$ cat src/hdl/pcxrle_pkg.sv
// ============================================================================
// pcxrle_pkg
// Shared types and constants of the PCX run-length decoder and blitter.
// ============================================================================
package pcxrle_pkg;

    // Byte classification of the compressed stream.
    localparam logic [7:0] RUN_MARK = 8'hBF;
    localparam logic [7:0] RUN_MASK = 8'h3F;

    // Configuration register indexes (byte address is four times the index).
    localparam logic [2:0] REG_IMAGE_WIDTH   = 3'd0;
    localparam logic [2:0] REG_IMAGE_HEIGHT  = 3'd1;
    localparam logic [2:0] REG_BUFFER_WIDTH  = 3'd2;
    localparam logic [2:0] REG_BUFFER_HEIGHT = 3'd3;
    localparam logic [2:0] REG_ORIGIN_X      = 3'd4;
    localparam logic [2:0] REG_ORIGIN_Y      = 3'd5;
    localparam logic [2:0] REG_TRANSPARENT   = 3'd6;

    // Reset values of the configuration registers.
    localparam logic [15:0] IMAGE_WIDTH_RST   = 16'd640;
    localparam logic [15:0] IMAGE_HEIGHT_RST  = 16'd480;
    localparam logic [15:0] BUFFER_WIDTH_RST  = 16'd640;
    localparam logic [15:0] BUFFER_HEIGHT_RST = 16'd480;

    // Command queue between the front and the back.
    localparam int CMD_DEPTH = 4;
    localparam int CMD_PTR_W = 2;

    // Configuration as seen by the pixel generator.
    typedef struct packed {
        logic [15:0] image_width;
        logic [15:0] image_height;
        logic [15:0] buffer_width;
        logic [15:0] buffer_height;
        logic [15:0] origin_x;
        logic [15:0] origin_y;
        logic        transparent_mode;
    } t_cfg;

    // One command: optional restart, then count copies of value.
    typedef struct packed {
        logic       restart;
        logic [5:0] count;
        logic [7:0] value;
    } t_cmd;

    // Per-pixel attributes carried along the address pipeline.
    typedef struct packed {
        logic [7:0] value;
        logic       clipped;
        logic       write_enable;
        logic       last_of_run;
        logic       image_done;
    } t_pix_meta;

endpackage

$ cat src/hdl/pcxrle_if.sv
// ============================================================================
// pcxrle channel interfaces
// Valid/ready channels for compressed bytes in and pixel writes out.
// ============================================================================

// Compressed byte channel.
interface pcxrle_in_if;
    logic       valid;
    logic       ready;
    logic [7:0] data_byte;
    logic       frame_start;

    modport source (output valid, output data_byte, output frame_start, input ready);
    modport sink   (input valid, input data_byte, input frame_start, output ready);
endinterface

// Pixel write channel.
interface pcxrle_out_if #(
    parameter int ADDR_BITS = 24
);
    logic                 valid;
    logic                 ready;
    logic [ADDR_BITS-1:0] pixel_address;
    logic [7:0]           pixel_value;
    logic                 write_enable;
    logic                 last_of_run;
    logic                 image_done;

    modport source (
        output valid, output pixel_address, output pixel_value,
        output write_enable, output last_of_run, output image_done,
        input  ready
    );
    modport sink (
        input  valid, input pixel_address, input pixel_value,
        input  write_enable, input last_of_run, input image_done,
        output ready
    );
endinterface

$ cat src/hdl/pcxrle_front.sv
// ============================================================================
// pcxrle_front
// Accepts compressed bytes, parses run headers and issues pixel commands.
// ============================================================================
module pcxrle_front (
    input  logic              i_clk,
    input  logic              i_rst_n,
    pcxrle_in_if.sink         i_byte,
    output pcxrle_pkg::t_cmd  o_cmd,
    output logic              o_push,
    input  logic              i_full
);
    import pcxrle_pkg::*;

    logic       r_awaiting;
    logic [5:0] r_pending;
    logic       n_awaiting;
    logic [5:0] n_pending;
    logic       accept;
    logic       awaiting_e;
    logic [5:0] pending_e;

    // Every byte needs at most one queue slot.
    assign i_byte.ready = !i_full;
    assign accept       = i_byte.valid && !i_full;

    // A frame start clears the parser before the byte is looked at.
    assign awaiting_e = i_byte.frame_start ? 1'b0 : r_awaiting;
    assign pending_e  = i_byte.frame_start ? 6'd0 : r_pending;

    // Classify the byte: run value, run header or literal pixel.
    always_comb begin
        n_awaiting    = r_awaiting;
        n_pending     = r_pending;
        o_push        = 1'b0;
        o_cmd.restart = i_byte.frame_start;
        o_cmd.value   = i_byte.data_byte;
        o_cmd.count   = 6'd0;
        if (accept) begin
            if (awaiting_e) begin
                o_push      = 1'b1;
                o_cmd.count = pending_e;
                n_awaiting  = 1'b0;
                n_pending   = 6'd0;
            end else if (i_byte.data_byte > RUN_MARK) begin
                // A header emits nothing; only a restart has to reach the back.
                n_pending  = i_byte.data_byte[5:0] & RUN_MASK[5:0];
                n_awaiting = (n_pending != 6'd0);
                o_push     = i_byte.frame_start;
            end else begin
                o_push      = 1'b1;
                o_cmd.count = 6'd1;
                n_awaiting  = 1'b0;
                n_pending   = 6'd0;
            end
        end
    end

    always_ff @(posedge i_clk) begin
        if (!i_rst_n) begin
            r_awaiting <= 1'b0;
            r_pending  <= 6'd0;
        end else begin
            r_awaiting <= n_awaiting;
            r_pending  <= n_pending;
        end
    end

endmodule

$ cat src/hdl/pcxrle_cmd_fifo.sv
// ============================================================================
// pcxrle_cmd_fifo
// Short command queue that decouples byte parsing from pixel generation.
// ============================================================================
module pcxrle_cmd_fifo (
    input  logic              i_clk,
    input  logic              i_rst_n,
    input  logic              i_push,
    input  pcxrle_pkg::t_cmd  i_cmd,
    output logic              o_full,
    input  logic              i_pop,
    output pcxrle_pkg::t_cmd  o_cmd,
    output logic              o_valid
);
    import pcxrle_pkg::*;

    t_cmd                 r_mem [CMD_DEPTH];
    logic [CMD_PTR_W-1:0] r_wr_ptr;
    logic [CMD_PTR_W-1:0] r_rd_ptr;
    logic [CMD_PTR_W:0]   r_count;
    logic                 do_pop;

    assign o_full  = (r_count == (CMD_PTR_W+1)'(CMD_DEPTH));
    assign o_valid = (r_count != '0);
    assign o_cmd   = r_mem[r_rd_ptr];
    assign do_pop  = i_pop && o_valid;

    // Storage is written only at the tail.
    always_ff @(posedge i_clk) begin
        if (i_push && !o_full) begin
            r_mem[r_wr_ptr] <= i_cmd;
        end
    end

    // Pointers and fill level.
    always_ff @(posedge i_clk) begin
        if (!i_rst_n) begin
            r_wr_ptr <= '0;
            r_rd_ptr <= '0;
            r_count  <= '0;
        end else begin
            if (i_push && !o_full) begin
                r_wr_ptr <= r_wr_ptr + 1'b1;
            end
            if (do_pop) begin
                r_rd_ptr <= r_rd_ptr + 1'b1;
            end
            if ((i_push && !o_full) && !do_pop) begin
                r_count <= r_count + 1'b1;
            end else if (!(i_push && !o_full) && do_pop) begin
                r_count <= r_count - 1'b1;
            end
        end
    end

endmodule

$ cat src/hdl/pcxrle_back.sv
// ============================================================================
// pcxrle_back
// Expands commands into pixels, tracks position and computes blit addresses.
// ============================================================================
module pcxrle_back #(
    parameter int ADDR_BITS = 24
) (
    input  logic              i_clk,
    input  logic              i_rst_n,
    input  pcxrle_pkg::t_cfg  i_cfg,
    input  pcxrle_pkg::t_cmd  i_cmd,
    input  logic              i_cmd_valid,
    output logic              o_pop,
    pcxrle_out_if.source      o_pix
);
    import pcxrle_pkg::*;

    localparam int DX_W  = 17;
    localparam int SUM_W = (ADDR_BITS > DX_W) ? ADDR_BITS : DX_W;

    // Position state.
    logic [15:0] r_col, r_row;
    logic        r_fin;
    logic [5:0]  r_cnt;
    logic [15:0] n_col, n_row;
    logic        n_fin;
    logic [5:0]  n_cnt;

    // Pipeline stages: A holds coordinates, B the row product, C is the output.
    logic            r_a_valid, r_b_valid, r_c_valid;
    logic [16:0]     r_a_ysum;
    logic [DX_W-1:0] r_a_dx, r_b_dx;
    t_pix_meta       r_a_meta, r_b_meta, r_c_meta;
    logic [ADDR_BITS-1:0] r_b_prod, r_c_addr;

    logic        adv, step, restart_now, stop, emit, last, done;
    logic        col_end, row_end, clipped;
    logic [15:0] col_e, row_e, vis, img_h, img_w, room;
    logic        fin_e;
    logic [DX_W-1:0] dx;
    logic [16:0] ysum;
    logic [32:0] prod_full;
    logic [SUM_W-1:0] addr_sum;

    // The whole pipeline moves when the output register can take a pixel.
    assign adv  = !r_c_valid || o_pix.ready;
    assign step = i_cmd_valid && adv;

    // Visible rows and effective width from the current configuration.
    always_comb begin
        img_h = (i_cfg.image_height == 16'd0) ? 16'd1 : i_cfg.image_height;
        img_w = (i_cfg.image_width == 16'd0) ? 16'd1 : i_cfg.image_width;
        room  = (i_cfg.buffer_height > i_cfg.origin_y) ?
                (i_cfg.buffer_height - i_cfg.origin_y) : 16'd0;
        vis   = (img_h < room) ? img_h : room;
    end

    // Position as seen by the head command, with a pending restart applied.
    assign restart_now = i_cmd.restart && (r_cnt == 6'd0);
    assign col_e = restart_now ? 16'd0 : r_col;
    assign row_e = restart_now ? 16'd0 : r_row;
    assign fin_e = restart_now ? 1'b0 : r_fin;

    // Pixel classification at the current position.
    always_comb begin
        stop    = fin_e || (row_e >= vis);
        col_end = ({1'b0, col_e} + 17'd1) >= {1'b0, img_w};
        row_end = ({1'b0, row_e} + 17'd1) >= {1'b0, vis};
        done    = col_end && row_end;
        dx      = {1'b0, i_cfg.origin_x} + {1'b0, col_e};
        clipped = dx >= {1'b0, i_cfg.buffer_width};
        ysum    = {1'b0, i_cfg.origin_y} + {1'b0, row_e};
        last    = (r_cnt == (i_cmd.count - 6'd1)) || done;
        emit    = step && (i_cmd.count != 6'd0) && !stop;
        o_pop   = step && ((i_cmd.count == 6'd0) || stop || last);
    end

    // Next position and run progress.
    always_comb begin
        n_col = r_col;
        n_row = r_row;
        n_fin = r_fin;
        n_cnt = r_cnt;
        if (step) begin
            if (i_cmd.count == 6'd0) begin
                // A restart without pixels only clears the position.
                n_col = col_e;
                n_row = row_e;
                n_fin = fin_e;
            end else if (stop) begin
                n_col = col_e;
                n_row = row_e;
                n_fin = 1'b1;
            end else begin
                n_col = col_end ? 16'd0 : (col_e + 16'd1);
                n_row = col_end ? (row_e + 16'd1) : row_e;
                n_fin = done;
            end
            n_cnt = o_pop ? 6'd0 : (r_cnt + 6'd1);
        end
    end

    always_ff @(posedge i_clk) begin
        if (!i_rst_n) begin
            r_col <= 16'd0;
            r_row <= 16'd0;
            r_fin <= 1'b0;
            r_cnt <= 6'd0;
        end else begin
            r_col <= n_col;
            r_row <= n_row;
            r_fin <= n_fin;
            r_cnt <= n_cnt;
        end
    end

    // Valid flags of the three stages.
    always_ff @(posedge i_clk) begin
        if (!i_rst_n) begin
            r_a_valid <= 1'b0;
            r_b_valid <= 1'b0;
            r_c_valid <= 1'b0;
        end else if (adv) begin
            r_a_valid <= emit;
            r_b_valid <= r_a_valid;
            r_c_valid <= r_b_valid;
        end
    end

    // Row base multiplication and final address add.
    assign prod_full = 33'(r_a_ysum) * 33'(i_cfg.buffer_width);
    assign addr_sum  = SUM_W'(r_b_prod) + SUM_W'(r_b_dx);

    always_ff @(posedge i_clk) begin
        if (adv) begin
            r_a_ysum              <= ysum;
            r_a_dx                <= dx;
            r_a_meta.value        <= i_cmd.value;
            r_a_meta.clipped      <= clipped;
            r_a_meta.write_enable <= !clipped &&
                                     !(i_cfg.transparent_mode && (i_cmd.value == 8'd0));
            r_a_meta.last_of_run  <= last;
            r_a_meta.image_done   <= done;

            r_b_prod <= prod_full[ADDR_BITS-1:0];
            r_b_dx   <= r_a_dx;
            r_b_meta <= r_a_meta;

            r_c_addr <= r_b_meta.clipped ? '0 : addr_sum[ADDR_BITS-1:0];
            r_c_meta <= r_b_meta;
        end
    end

    // Output channel.
    assign o_pix.valid         = r_c_valid;
    assign o_pix.pixel_address = r_c_addr;
    assign o_pix.pixel_value   = r_c_meta.value;
    assign o_pix.write_enable  = r_c_meta.write_enable;
    assign o_pix.last_of_run   = r_c_meta.last_of_run;
    assign o_pix.image_done    = r_c_meta.image_done;

endmodule

$ cat src/hdl/pcx_rle_decode_blit.sv
// ============================================================================
// pcx_rle_decode_blit
// PCX 8-bit run-length decoder that turns pixels into buffer write requests.
// ============================================================================
// Usage:
// Compressed bytes enter on i_byte (valid/ready). A byte above 0xBF is a run
// header whose low six bits are a repeat count; the following byte is the
// value repeated. Other bytes are single pixels. frame_start on a byte
// restarts at the first pixel before that byte is decoded.
// Each pixel leaves on o_pix as a write request: linear buffer address,
// value, write enable (low for clipped or transparent zero pixels), a flag
// on the last pixel of an input byte, and a flag on the pixel that completes
// the visible image. After that pixel, bytes are dropped until frame_start.
// A pixel passes from its byte through the command queue and registers A, B, C.
// Throughput: one pixel per cycle while the receiver is ready, set by the
// pixel generator of the back end; literal bytes are taken one per cycle
// while the queue has room, a run value byte holds the generator for its
// whole count while the front keeps filling a four-entry command queue.
// Reset clears the decoder position and loads the register defaults (640x480
// image and buffer, origin 0, opaque). A stalled receiver freezes the output
// pipeline; input keeps flowing until the command queue is full. The user is
// to write registers over the APB port only while the block is idle; unchecked.
// ============================================================================
module pcx_rle_decode_blit #(
    parameter int ADDR_BITS = 24
) (
    input  logic        i_clk,
    input  logic        i_rst_n,
    pcxrle_in_if.sink   i_byte,
    pcxrle_out_if.source o_pix,
    input  logic        psel,
    input  logic        penable,
    input  logic        pwrite,
    input  logic [4:0]  paddr,
    input  logic [31:0] pwdata,
    output logic [31:0] prdata,
    output logic        pready
);
    import pcxrle_pkg::*;

    t_cfg       r_cfg;
    t_cmd       front_cmd, head_cmd;
    logic       push, full, pop, head_valid;
    logic [2:0] reg_idx;
    logic       wr_en;

    // Register file.
    assign pready  = 1'b1;
    assign reg_idx = paddr[4:2];
    assign wr_en   = psel && penable && pwrite;

    always_ff @(posedge i_clk) begin
        if (!i_rst_n) begin
            r_cfg.image_width      <= IMAGE_WIDTH_RST;
            r_cfg.image_height     <= IMAGE_HEIGHT_RST;
            r_cfg.buffer_width     <= BUFFER_WIDTH_RST;
            r_cfg.buffer_height    <= BUFFER_HEIGHT_RST;
            r_cfg.origin_x         <= 16'd0;
            r_cfg.origin_y         <= 16'd0;
            r_cfg.transparent_mode <= 1'b0;
        end else if (wr_en) begin
            case (reg_idx)
                REG_IMAGE_WIDTH:   r_cfg.image_width      <= pwdata[15:0];
                REG_IMAGE_HEIGHT:  r_cfg.image_height     <= pwdata[15:0];
                REG_BUFFER_WIDTH:  r_cfg.buffer_width     <= pwdata[15:0];
                REG_BUFFER_HEIGHT: r_cfg.buffer_height    <= pwdata[15:0];
                REG_ORIGIN_X:      r_cfg.origin_x         <= pwdata[15:0];
                REG_ORIGIN_Y:      r_cfg.origin_y         <= pwdata[15:0];
                REG_TRANSPARENT:   r_cfg.transparent_mode <= pwdata[0];
                default: ;
            endcase
        end
    end

    // Register read-back.
    always_comb begin
        case (reg_idx)
            REG_IMAGE_WIDTH:   prdata = {16'd0, r_cfg.image_width};
            REG_IMAGE_HEIGHT:  prdata = {16'd0, r_cfg.image_height};
            REG_BUFFER_WIDTH:  prdata = {16'd0, r_cfg.buffer_width};
            REG_BUFFER_HEIGHT: prdata = {16'd0, r_cfg.buffer_height};
            REG_ORIGIN_X:      prdata = {16'd0, r_cfg.origin_x};
            REG_ORIGIN_Y:      prdata = {16'd0, r_cfg.origin_y};
            REG_TRANSPARENT:   prdata = {31'd0, r_cfg.transparent_mode};
            default:           prdata = 32'd0;
        endcase
    end

    // Byte parser.
    pcxrle_front u_front (
        .i_clk   (i_clk),
        .i_rst_n (i_rst_n),
        .i_byte  (i_byte),
        .o_cmd   (front_cmd),
        .o_push  (push),
        .i_full  (full)
    );

    // Command queue.
    pcxrle_cmd_fifo u_fifo (
        .i_clk   (i_clk),
        .i_rst_n (i_rst_n),
        .i_push  (push),
        .i_cmd   (front_cmd),
        .o_full  (full),
        .i_pop   (pop),
        .o_cmd   (head_cmd),
        .o_valid (head_valid)
    );

    // Pixel generator and address pipeline.
    pcxrle_back #(
        .ADDR_BITS (ADDR_BITS)
    ) u_back (
        .i_clk       (i_clk),
        .i_rst_n     (i_rst_n),
        .i_cfg       (r_cfg),
        .i_cmd       (head_cmd),
        .i_cmd_valid (head_valid),
        .o_pop       (pop),
        .o_pix       (o_pix)
    );

endmodule

$ cat src/flat_wrapper.sv
// flat-port wrapper written by rule: the top's interface ports become plain ports
module pcx_rle_decode_blit_flat import pcxrle_pkg::*;
#(
    parameter int ADDR_BITS = 24
)
  (i_clk, i_rst_n, psel, penable, pwrite, paddr, pwdata, prdata, pready, i_byte_valid, i_byte_data_byte, i_byte_frame_start, i_byte_ready, o_pix_valid, o_pix_pixel_address, o_pix_pixel_value, o_pix_write_enable, o_pix_last_of_run, o_pix_image_done, o_pix_ready);
  pcxrle_in_if i_byte_i ();
  pcxrle_out_if #(.ADDR_BITS(ADDR_BITS)) o_pix_i ();
  input  logic i_clk;
  input  logic i_rst_n;
  input  logic psel;
  input  logic penable;
  input  logic pwrite;
  input  logic [4:0] paddr;
  input  logic [31:0] pwdata;
  output logic [31:0] prdata;
  output logic pready;
  input wire logic [$bits(i_byte_i.valid)-1:0] i_byte_valid;
  input wire logic [$bits(i_byte_i.data_byte)-1:0] i_byte_data_byte;
  input wire logic [$bits(i_byte_i.frame_start)-1:0] i_byte_frame_start;
  output wire logic [$bits(i_byte_i.ready)-1:0] i_byte_ready;
  output wire logic [$bits(o_pix_i.valid)-1:0] o_pix_valid;
  output wire logic [$bits(o_pix_i.pixel_address)-1:0] o_pix_pixel_address;
  output wire logic [$bits(o_pix_i.pixel_value)-1:0] o_pix_pixel_value;
  output wire logic [$bits(o_pix_i.write_enable)-1:0] o_pix_write_enable;
  output wire logic [$bits(o_pix_i.last_of_run)-1:0] o_pix_last_of_run;
  output wire logic [$bits(o_pix_i.image_done)-1:0] o_pix_image_done;
  input wire logic [$bits(o_pix_i.ready)-1:0] o_pix_ready;
  assign i_byte_i.valid = i_byte_valid;
  assign i_byte_i.data_byte = i_byte_data_byte;
  assign i_byte_i.frame_start = i_byte_frame_start;
  assign i_byte_ready = i_byte_i.ready;
  assign o_pix_valid = o_pix_i.valid;
  assign o_pix_pixel_address = o_pix_i.pixel_address;
  assign o_pix_pixel_value = o_pix_i.pixel_value;
  assign o_pix_write_enable = o_pix_i.write_enable;
  assign o_pix_last_of_run = o_pix_i.last_of_run;
  assign o_pix_image_done = o_pix_i.image_done;
  assign o_pix_i.ready = o_pix_ready;
  pcx_rle_decode_blit #(.ADDR_BITS(ADDR_BITS)) u_core (.i_clk(i_clk), .i_rst_n(i_rst_n), .i_byte(i_byte_i), .o_pix(o_pix_i), .psel(psel), .penable(penable), .pwrite(pwrite), .paddr(paddr), .pwdata(pwdata), .prdata(prdata), .pready(pready));
endmodule
$ cat config.mk
export PLATFORM = sky130hd
export DESIGN_NAME = pcx_rle_decode_blit_flat
export DESIGN_NICKNAME = d
export VERILOG_FILES = /design/src/hdl/pcxrle_pkg.sv /design/src/hdl/pcxrle_if.sv /design/src/hdl/pcxrle_front.sv /design/src/hdl/pcxrle_cmd_fifo.sv /design/src/hdl/pcxrle_back.sv /design/src/hdl/pcx_rle_decode_blit.sv /design/src/flat_wrapper.sv
export SDC_FILE = /design/constraint.sdc
export NUM_CORES = 1
export LEC_CHECK = 0
export ABC_AREA = 1
export BUFFER_PORTS_ARGS = -buffer_cell sky130_fd_sc_hd__clkbuf_2
export CAP_MARGIN = 30
export CORE_AREA = 8 8 298 213
export CTS_CLUSTER_SIZE = 16
export DETAILED_ROUTE_END_ITERATION = 8
export DIE_AREA = 0 0 306 221
export SKIP_CTS_REPAIR_TIMING = 1
export SYNTH_ARGS = -nofsm -noshare
export SYNTH_HDL_FRONTEND = slang
export SYNTH_SLANG_ARGS = --single-unit
$ cat constraint.sdc
create_clock -name i_clk -period 17 [get_ports i_clk]
set_clock_uncertainty 0.15 [all_clocks]
set_input_delay 0.85 -clock i_clk [delete_from_list [all_inputs] [get_ports i_clk]]
set_output_delay 0.85 -clock i_clk [all_outputs]
set_load 0.01 [all_outputs]
==> results by group, run 1 <==
Routing
  • DRC violations left: 0
  • Drt wl/cell: 17.9 µm
  • Antenna-violating nets left: 0
  • Routed vias/inst: 5.26
  • DR pass1 iterations: 6
  • Total wire length: 70.5 mm
  • Via count: 20,700
  • Initial DRC Count: 1,770

Yosys
  • Top FF cell, synth: edfxtp_1
  • Most numerous cell in the Yosys netlist: nand2_1
  • Post-synthesis register bit count: 349
  • Top cell type by total area after synthesis: edfxtp_1
  • Mapped Area: 0.0261 mm²
  • Post-Synthesis Cells: 3,115
  • Syn Area/Cell: 8.39 µm²
  • Post-synth ARST share: 0%
  • Top post-synthesis cells by area: edfxtp_1, fa_1, dfxtp_1
  • Synth warn: 0
  • Top cell type's share of synthesized area: 22.3%
  • Distinct cells, synth: 54
  • Number of enable flip-flop cells after synthesis: 194
  • Post-synth top cells: nand2_1, inv_1, nor2_1
  • Register area share after synthesis: 34.2%

Timing
  • Final setup violation count: 0
  • Tmin final: 8.48 ns
  • Slew Viols, Final: 0
  • Final period utilization: 49.9%
  • Fin worst setup slack: 8.52 ns
  • Hold_ws: 0.265 ns
  • Final hold vios: 0
  • Final TNS setup: 0 ns
  • Maximum clock rate: 0.118 GHz
  • RSZ-0062 raised after global routing: no
  • Slew of the pin with the lowest slew margin: 1.01 ns
  • Slew headroom: 32.6%

Worst setup path
  • R2r setup slk: 8.52 ns
  • Worst Path Max Fanout: 32
  • CP Depth: 51
  • Worst R2R End: u_core.u_fifo.r_count[2]$_SDFFE_PN0P_
  • Worst path arrival time: 8.77 ns
  • Register-to-Register Path Depth: 51
  • CP Launch Type: register
  • Critical path's largest stage delay: 0.41 ns
  • CP Class: reg2reg
  • Critical Path RT: 17.29 ns
  • Most common cell on crit path: nor2_1
  • FF-to-FF Start: u_core.r_cfg[2]$_SDFFE_PN0P_
  • CP top delay family: simple AND/OR/NAND/NOR gates
  • Worst path slowest cell: o21ai_0
  • Buffer and inverter count on the worst path: 7
  • Worst Setup End Kind: register

Min path
  • Worst min-delay path class: reg2reg
  • Worst Min Path Start: u_core.u_back.r_b_meta[4]$_DFFE_PN_
  • Hold EP: u_core.u_back.o_pix.pixel_value[0]$_DFFE_PN_
  • Hold path depth: 0

Clock tree
  • H-Tree Level Count: 2
  • Clock sink count: 349
  • Total CTS buffers: 37
  • Clock transition at path regs: 0.07 ns
  • Worst-skew pair later-pin latency: 0.57 ns
  • TritonCTS clock tree: built
  • Root buffer cell: clkbuf_16
  • Clock Path Buffers: 3

Global routing
  • GRT Util Overall: 20.6%
  • Pin count of the biggest net entering global routing: 115
  • Antenna violations before repair: 1
  • Total congestion overflow: 0
  • First-pass GRT wire length: 113 mm
  • Vias in the first global route: 20,200

Finish
  • Seq. cell area: 0.00893 mm²
  • # nets final: 3,584
  • Ant. Diodes: 0
  • Design area: 0.0284 mm²
  • Layout area overhead: 8.72%
  • Share of cells above drive strength 1: 6.80%
  • FILL cells: 5,646
  • Area occupied by multi-input gates: 0.0145 mm²

Floorplanning
  • Core Footprint: 0.0590 mm²
  • Die Area: 0.0676 mm²
  • Die Ht: 221 µm
  • I/O pins: 123
  • Row count: 75
  • Starting Density: 44.3%
  • Die X: 306 µm

Placement
  • Port Buffers: 87
  • Final HPWL DP: 54.7 mm
  • GP Congestion: 0.918
  • Pre-CTS WS: 8.70 ns
  • Placed Instance Area: 0.0271 mm²

Pwr
  • Leak: 14.0 nW
  • Pwr Total: 3.48 mW
  • PwrDens: 123 mW/mm²
  • VDD IR-drop max: 72.2 µV

Outcome
  • Status: finished, final reports clean

Job
  • Max_cap viols: 0
## logic make-up after synthesis
| family | Yosys count | synth area share, % |
|---|---|---|
| simple gates | 1000 | 15.8 |
| fa+ha+maj | 399 | 24.2 |
| other cells | 2 | 0.0287 |
| xor+xnor | 100 | 3.35 |
| compound gates | 554 | 11.9 |
| buf+inv | 711 | 10.6 |
| flops | 349 | 34.2 |
## through the flow
stage	utilization, %	cells
after floorplan	-	3130
after detailed placement	46.0	3858
after global placement	45.9	3855
after CTS	47.9	3926
after global routing	48.1	3931
final	48.1	3931
## registers in the layout, indices dropped and copies added (netlist names), 2 cells and up, named ones only
name                               cells
u_core.u_back.r_b_dx                  17
u_core.r_cfg                          97
u_core.u_fifo.r_wr_ptr                 2
u_core.u_front.r_pending               6
u_core.u_back.r_a_ysum                17
u_core.u_back.r_cnt                    6
u_core.u_back.r_b_meta                12
u_core.u_back.r_col                   16
u_core.u_fifo.r_count                  3
u_core.u_back.o_pix.pixel_value        8
u_core.u_back.r_b_prod                24
u_core.u_back.o_pix.pixel_address     24
u_core.u_fifo.r_mem                   60
u_core.u_back.r_a_meta                12
u_core.u_back.r_row                   16
u_core.u_fifo.r_rd_ptr                 2
u_core.u_back.r_a_dx                  17
## power breakdown
| part | internal (mW) | switching, mW |
|---|---|---|
| combinational | 0.493 | 0.943 |
| clock | 0.435 | 0.359 |
| sequential | 1.11 | 0.146 |
| total | 2.04 | 1.45 |
## worst max path at each step
| stage | from | to | slack (ns) |
|---|---|---|---|
| 6_report | u_core.r_cfg[2]$_SDFFE_PN0P_ | u_core.u_fifo.r_count[2]$_SDFFE_PN0P_ | 8.52 |
| 5_1_grt | u_core.r_cfg[2]$_SDFFE_PN0P_ | u_core.u_fifo.r_count[2]$_SDFFE_PN0P_ | 7.60 |
| 4_1_cts | u_core.r_cfg[2]$_SDFFE_PN0P_ | u_core.u_fifo.r_count[2]$_SDFFE_PN0P_ | 8.62 |
| 3_5_place_dp | u_core.r_cfg[2]$_SDFFE_PN0P_ | u_core.u_fifo.r_count[2]$_SDFFE_PN0P_ | 8.70 |
| 3_3_place_gp | u_core.r_cfg[2]$_SDFFE_PN0P_ | u_core.u_fifo.r_count[2]$_SDFFE_PN0P_ | 7.78 |
| 2_1_floorplan | u_core.r_cfg[2]$_SDFFE_PN0P_ | u_core.u_fifo.r_count[2]$_SDFFE_PN0P_ | 10.25 |
## layout make-up
cell class / count / share of cell area [%]
multi-input combinational: 2070 / 51.1
tap: 770 / 3.39
inverter: 562 / 7.44
clock inverter: 13 / 0.423
clock buffer: 55 / 3.69
sequential: 349 / 31.4
timing repair buffer: 112 / 2.54
## per-layer routing
layer	track usage (%)	part of all wire [%]
met5	0	0.014
met4	4.59	1.8
met3	4.40	8.3
met2	30.1	41
met1	31.1	49
## layout by cell type, fill, tap and decap left out, types with 17 or more instances in the layout
master,synthesis,routed
nor2_1,240,236
conb_1,2,17
dfxtp_1,155,155
clkbuf_16,0,38
xor2_1,79,79
o21ai_1,17,17
nor3_1,25,24
nand3_1,84,84
buf_4,17,17
clkbuf_2,1,89
nand4_1,17,17
xnor2_1,21,21
ha_1,220,220
inv_1,555,554
o21ai_0,194,194
edfxtp_1,194,194
nand2_1,593,593
fa_1,179,179
a21oi_1,226,226
Note: power is estimated with default switching activity, not from simulation.
==> run 2, diff against run 1 <==
--- a/config.mk
+++ b/config.mk
@@ -5,13 +5,13 @@
 export SDC_FILE = /design/constraint.sdc
 export NUM_CORES = 1
 export LEC_CHECK = 0
-export ABC_AREA = 1
+export ABC_AREA = 0
 export BUFFER_PORTS_ARGS = -buffer_cell sky130_fd_sc_hd__clkbuf_2
 export CAP_MARGIN = 30
-export CORE_AREA = 8 8 298 213
+export CORE_AREA = 8 8 298 214
 export CTS_CLUSTER_SIZE = 16
 export DETAILED_ROUTE_END_ITERATION = 8
-export DIE_AREA = 0 0 306 221
+export DIE_AREA = 0 0 306 222
 export SKIP_CTS_REPAIR_TIMING = 1
 export SYNTH_ARGS = -nofsm -noshare
 export SYNTH_HDL_FRONTEND = slang
==> constraint.sdc (replaced) <==
create_clock -name i_clk -period 8.9 [get_ports i_clk]
set_clock_uncertainty 0.15 [all_clocks]
set_input_delay 0.445 -clock i_clk [delete_from_list [all_inputs] [get_ports i_clk]]
set_output_delay 0.445 -clock i_clk [all_outputs]
set_load 0.01 [all_outputs]
==> run 2 against run 1 <==
Final cell count is 7.3% lower. Setup slack worse by 7.8 ns. Synthesized cell count is 9.9% lower. Clock-buffer cell count is 2 lower. Sequential share of layout area is 0.47 points lower. Sequential cell count stayed put. First-iteration DRC count is 3.8% lower. Clock power is 110% higher. Combinational power is 43% lower. Area after synthesis is 0.65% higher. Largest cell class unchanged. Highest routed layer unchanged.
==> results by group, run 2 <==
Outcome
  • Status: finished, final reports clean

Yosys
  • Distinct cells, synth: 76
  • Post-synth top cells: nand2_1, inv_1, ha_1
  • Top post-synthesis cells by area: edfxtp_1, fa_1, dfxtp_1
  • Post-synth ARST share: 0%
  • Largest family of logic cells by synthesized area: adder cells
  • Post-Synth Adder-Cell Area: 24.1%
  • Proportion of synthesized area in mux cells: 3.07%
  • Number of enable flip-flop cells after synthesis: 194
  • Post-synthesis compound-gate area fraction: 10.8%
  • Simple-Gate Fraction of Synth Area: 16.8%
  • Top FF cell, synth: edfxtp_1
  • Mapped Area: 0.0263 mm²
  • Post-Synth XOR/XNOR Area: 4.39%
  • Post-Synthesis Cells: 2,807
  • Synth warn: 0
  • Syn Area/Cell: 9.37 µm²
  • Most numerous cell in the Yosys netlist: nand2_1
  • Top cell type by total area after synthesis: edfxtp_1
  • Register area share after synthesis: 33.9%
  • Top cell type's share of synthesized area: 22.1%
  • Post-synthesis register bit count: 349

Worst setup path
  • Worst Path Max Fanout: 27
  • Register-to-Register Path Depth: 40
  • FF-to-FF Start: u_core.r_cfg[2]$_SDFFE_PN0P_
  • Critical Path RT: 9.26 ns
  • Worst R2R End: u_core.u_fifo.r_count[2]$_SDFFE_PN0P_
  • CP Launch Type: register
  • Worst path slowest cell: o41ai_2
  • CP Class: reg2reg
  • Worst path arrival time: 8.58 ns
  • Critical path's largest stage delay: 0.42 ns
  • R2r setup slk: 0.67 ns
  • Most common cell on crit path: ha_1
  • Worst Setup End Kind: register

Min path
  • Worst min-delay path class: in2reg
  • Worst Min Path Start: i_byte_data_byte[4]
  • Hold path depth: 1
  • Hold EP: u_core.u_fifo.r_mem[1][4]$_DFFE_PP_

Clock tree
  • Clock Path Buffers: 3
  • Clock transition at path regs: 0.06 ns
  • Root buffer cell: clkbuf_16
  • Worst-skew pair later-pin latency: 0.59 ns
  • TritonCTS clock tree: built
  • H-Tree Level Count: 2
  • Total CTS buffers: 40
  • Clock sink count: 349

Routing
  • Antenna-violating nets left: 0
  • Total wire length: 71.3 mm
  • Routed vias/inst: 5.50
  • Drt wl/cell: 19.6 µm
  • DRC violations left: 0
  • Initial DRC Count: 1,702
  • Via count: 20,100
  • DR pass1 iterations: 5

Timing
  • Maximum clock rate: 0.122 GHz
  • Final TNS setup: 0 ns
  • Final period utilization: 92.5%
  • Final hold vios: 0
  • Slew Viols, Final: 0
  • Slew of the pin with the lowest slew margin: 1.00 ns
  • Tmin final: 8.23 ns
  • Slew headroom: 31.4%
  • Final setup violation count: 0
  • RSZ-0062 raised after global routing: no

Finish
  • Top Registers: u_core.r_cfg: 97 flops, u_core.u_fifo.r_mem: 60 flops
  • Share of cells above drive strength 1: 8.21%
  • # nets final: 3,296
  • Most common cell after layout, fill and taps aside: nand2_1
  • Most frequent cells in the layout: nand2_1, inv_1, ha_1
  • Largest register FFs: 97
  • Layout area overhead: 9.64%
  • Biggest register: u_core.r_cfg
  • Ant. Diodes: 0
  • Design area: 0.0288 mm²
  • Finished Layout Cells: 3,646
  • Core Util, Final: 48.9%

Placement
  • GP Congestion: 0.905
  • Final HPWL DP: 54.4 mm
  • Placed Instance Area: 0.0274 mm²
  • Port Buffers: 87
  • Post-Place Cells: 3,563

Global routing
  • First-pass GRT wire length: 113 mm
  • Pin count of the biggest net entering global routing: 88
  • GRT Util Overall: 20.7%
  • Vias in the first global route: 20,100
  • Total congestion overflow: 0
  • Antenna violations before repair: 2

Job
  • Max_cap viols: 0

Floorplanning
  • Starting Density: 44.6%
  • Die Ht: 222 µm
  • Core Footprint: 0.0590 mm²
  • Row count: 75
  • Die X: 306 µm
  • I/O pins: 123
  • Die Area: 0.0679 mm²

Pwr
  • VDD IR-drop max: 132 µV
  • Leak: 12.4 nW
  • PwrDens: 154 mW/mm²
  • Pwr Total: 4.45 mW
==> run 2: cell count changes after synthesis, moves of 22 or more <==
cell     change
xnor2_1     +63
a21oi_1     -32
nand2_1    -153
a22oi_1     +29
xor2_1      -31
and2_1     +125
nor2_1      -94
o21ai_0    -116
inv_1      -242
a21o_1      +22
==> run 2: how the worst max path moves through the flow <==
| stage | from | end | cells past startpoint |
|---|---|---|---|
| floorplan | u_core.r_cfg[2]$_SDFFE_PN0P_ | u_core.u_fifo.r_count[2]$_SDFFE_PN0P_ | 36 |
| global placement | u_core.r_cfg[2]$_SDFFE_PN0P_ | u_core.u_fifo.r_count[2]$_SDFFE_PN0P_ | 40 |
| detailed placement | u_core.r_cfg[2]$_SDFFE_PN0P_ | u_core.u_fifo.r_count[2]$_SDFFE_PN0P_ | 40 |
| CTS | u_core.r_cfg[2]$_SDFFE_PN0P_ | u_core.u_fifo.r_count[2]$_SDFFE_PN0P_ | 40 |
| global route | u_core.r_cfg[2]$_SDFFE_PN0P_ | u_core.u_fifo.r_count[2]$_SDFFE_PN0P_ | 41 |
| finish | u_core.r_cfg[2]$_SDFFE_PN0P_ | u_core.u_fifo.r_count[2]$_SDFFE_PN0P_ | 40 |
==> run 2: per-stage QoR <==
stage / hold slack [ns] / worst slack (ns)
5_1_grt: 0.00826 / 0.0199
6_report: 0.0263 / 0.671
3_5_place_dp: 0.255 / 0.670
3_3_place_gp: 0.254 / 0.726
2_1_floorplan: 0.250 / 1.33
4_1_cts: -0.0720 / 0.598
==> run 2: cell type report <==
cell class	count	area (µm²)
Tap cell	770	963
Timing Repair Buffer	127	797
Inverter	315	1190
Multi-Input combinational cell	2011	15600
Clock buffer	53	1110
Fill cell	5454	30200
Sequential cell	349	8930
Clock inverter	21	216
==> run 2: routing by layer <==
metal  wire length, µm  GRT usage, %
met1             34900          31.1
met2             29000          29.6
met3              5400          3.95
met4              2000          6.42
met5                64         0.799
==> run 2: kinds of logic after synthesis <==
family	after synthesis
adders and majority gates	399
xor gates and xnor gates	132
and+or+nand+nor	950
other	2
AOI/OAI and AO/OA	463
buffers and inverters	462
muxes	50
DFF	349
==> run 2: power breakdown <==
part	leakage [nW]	internal (mW)	switching [mW]
sequential	3.36	1.87	0.0817
combinational	8.39	0.291	0.532
clock	0.649	0.952	0.728
total	12.4	3.11	1.34
==> run 2: worst max-delay path: cells and delay by family (launching register included) <==
family          cells  cell delay [ns]
compound gates     15             3.40
buf+inv             7             1.03
fa+ha+maj           5             1.41
xor+xnor            2             0.36
simple gates       11             1.43
flops               1             0.37
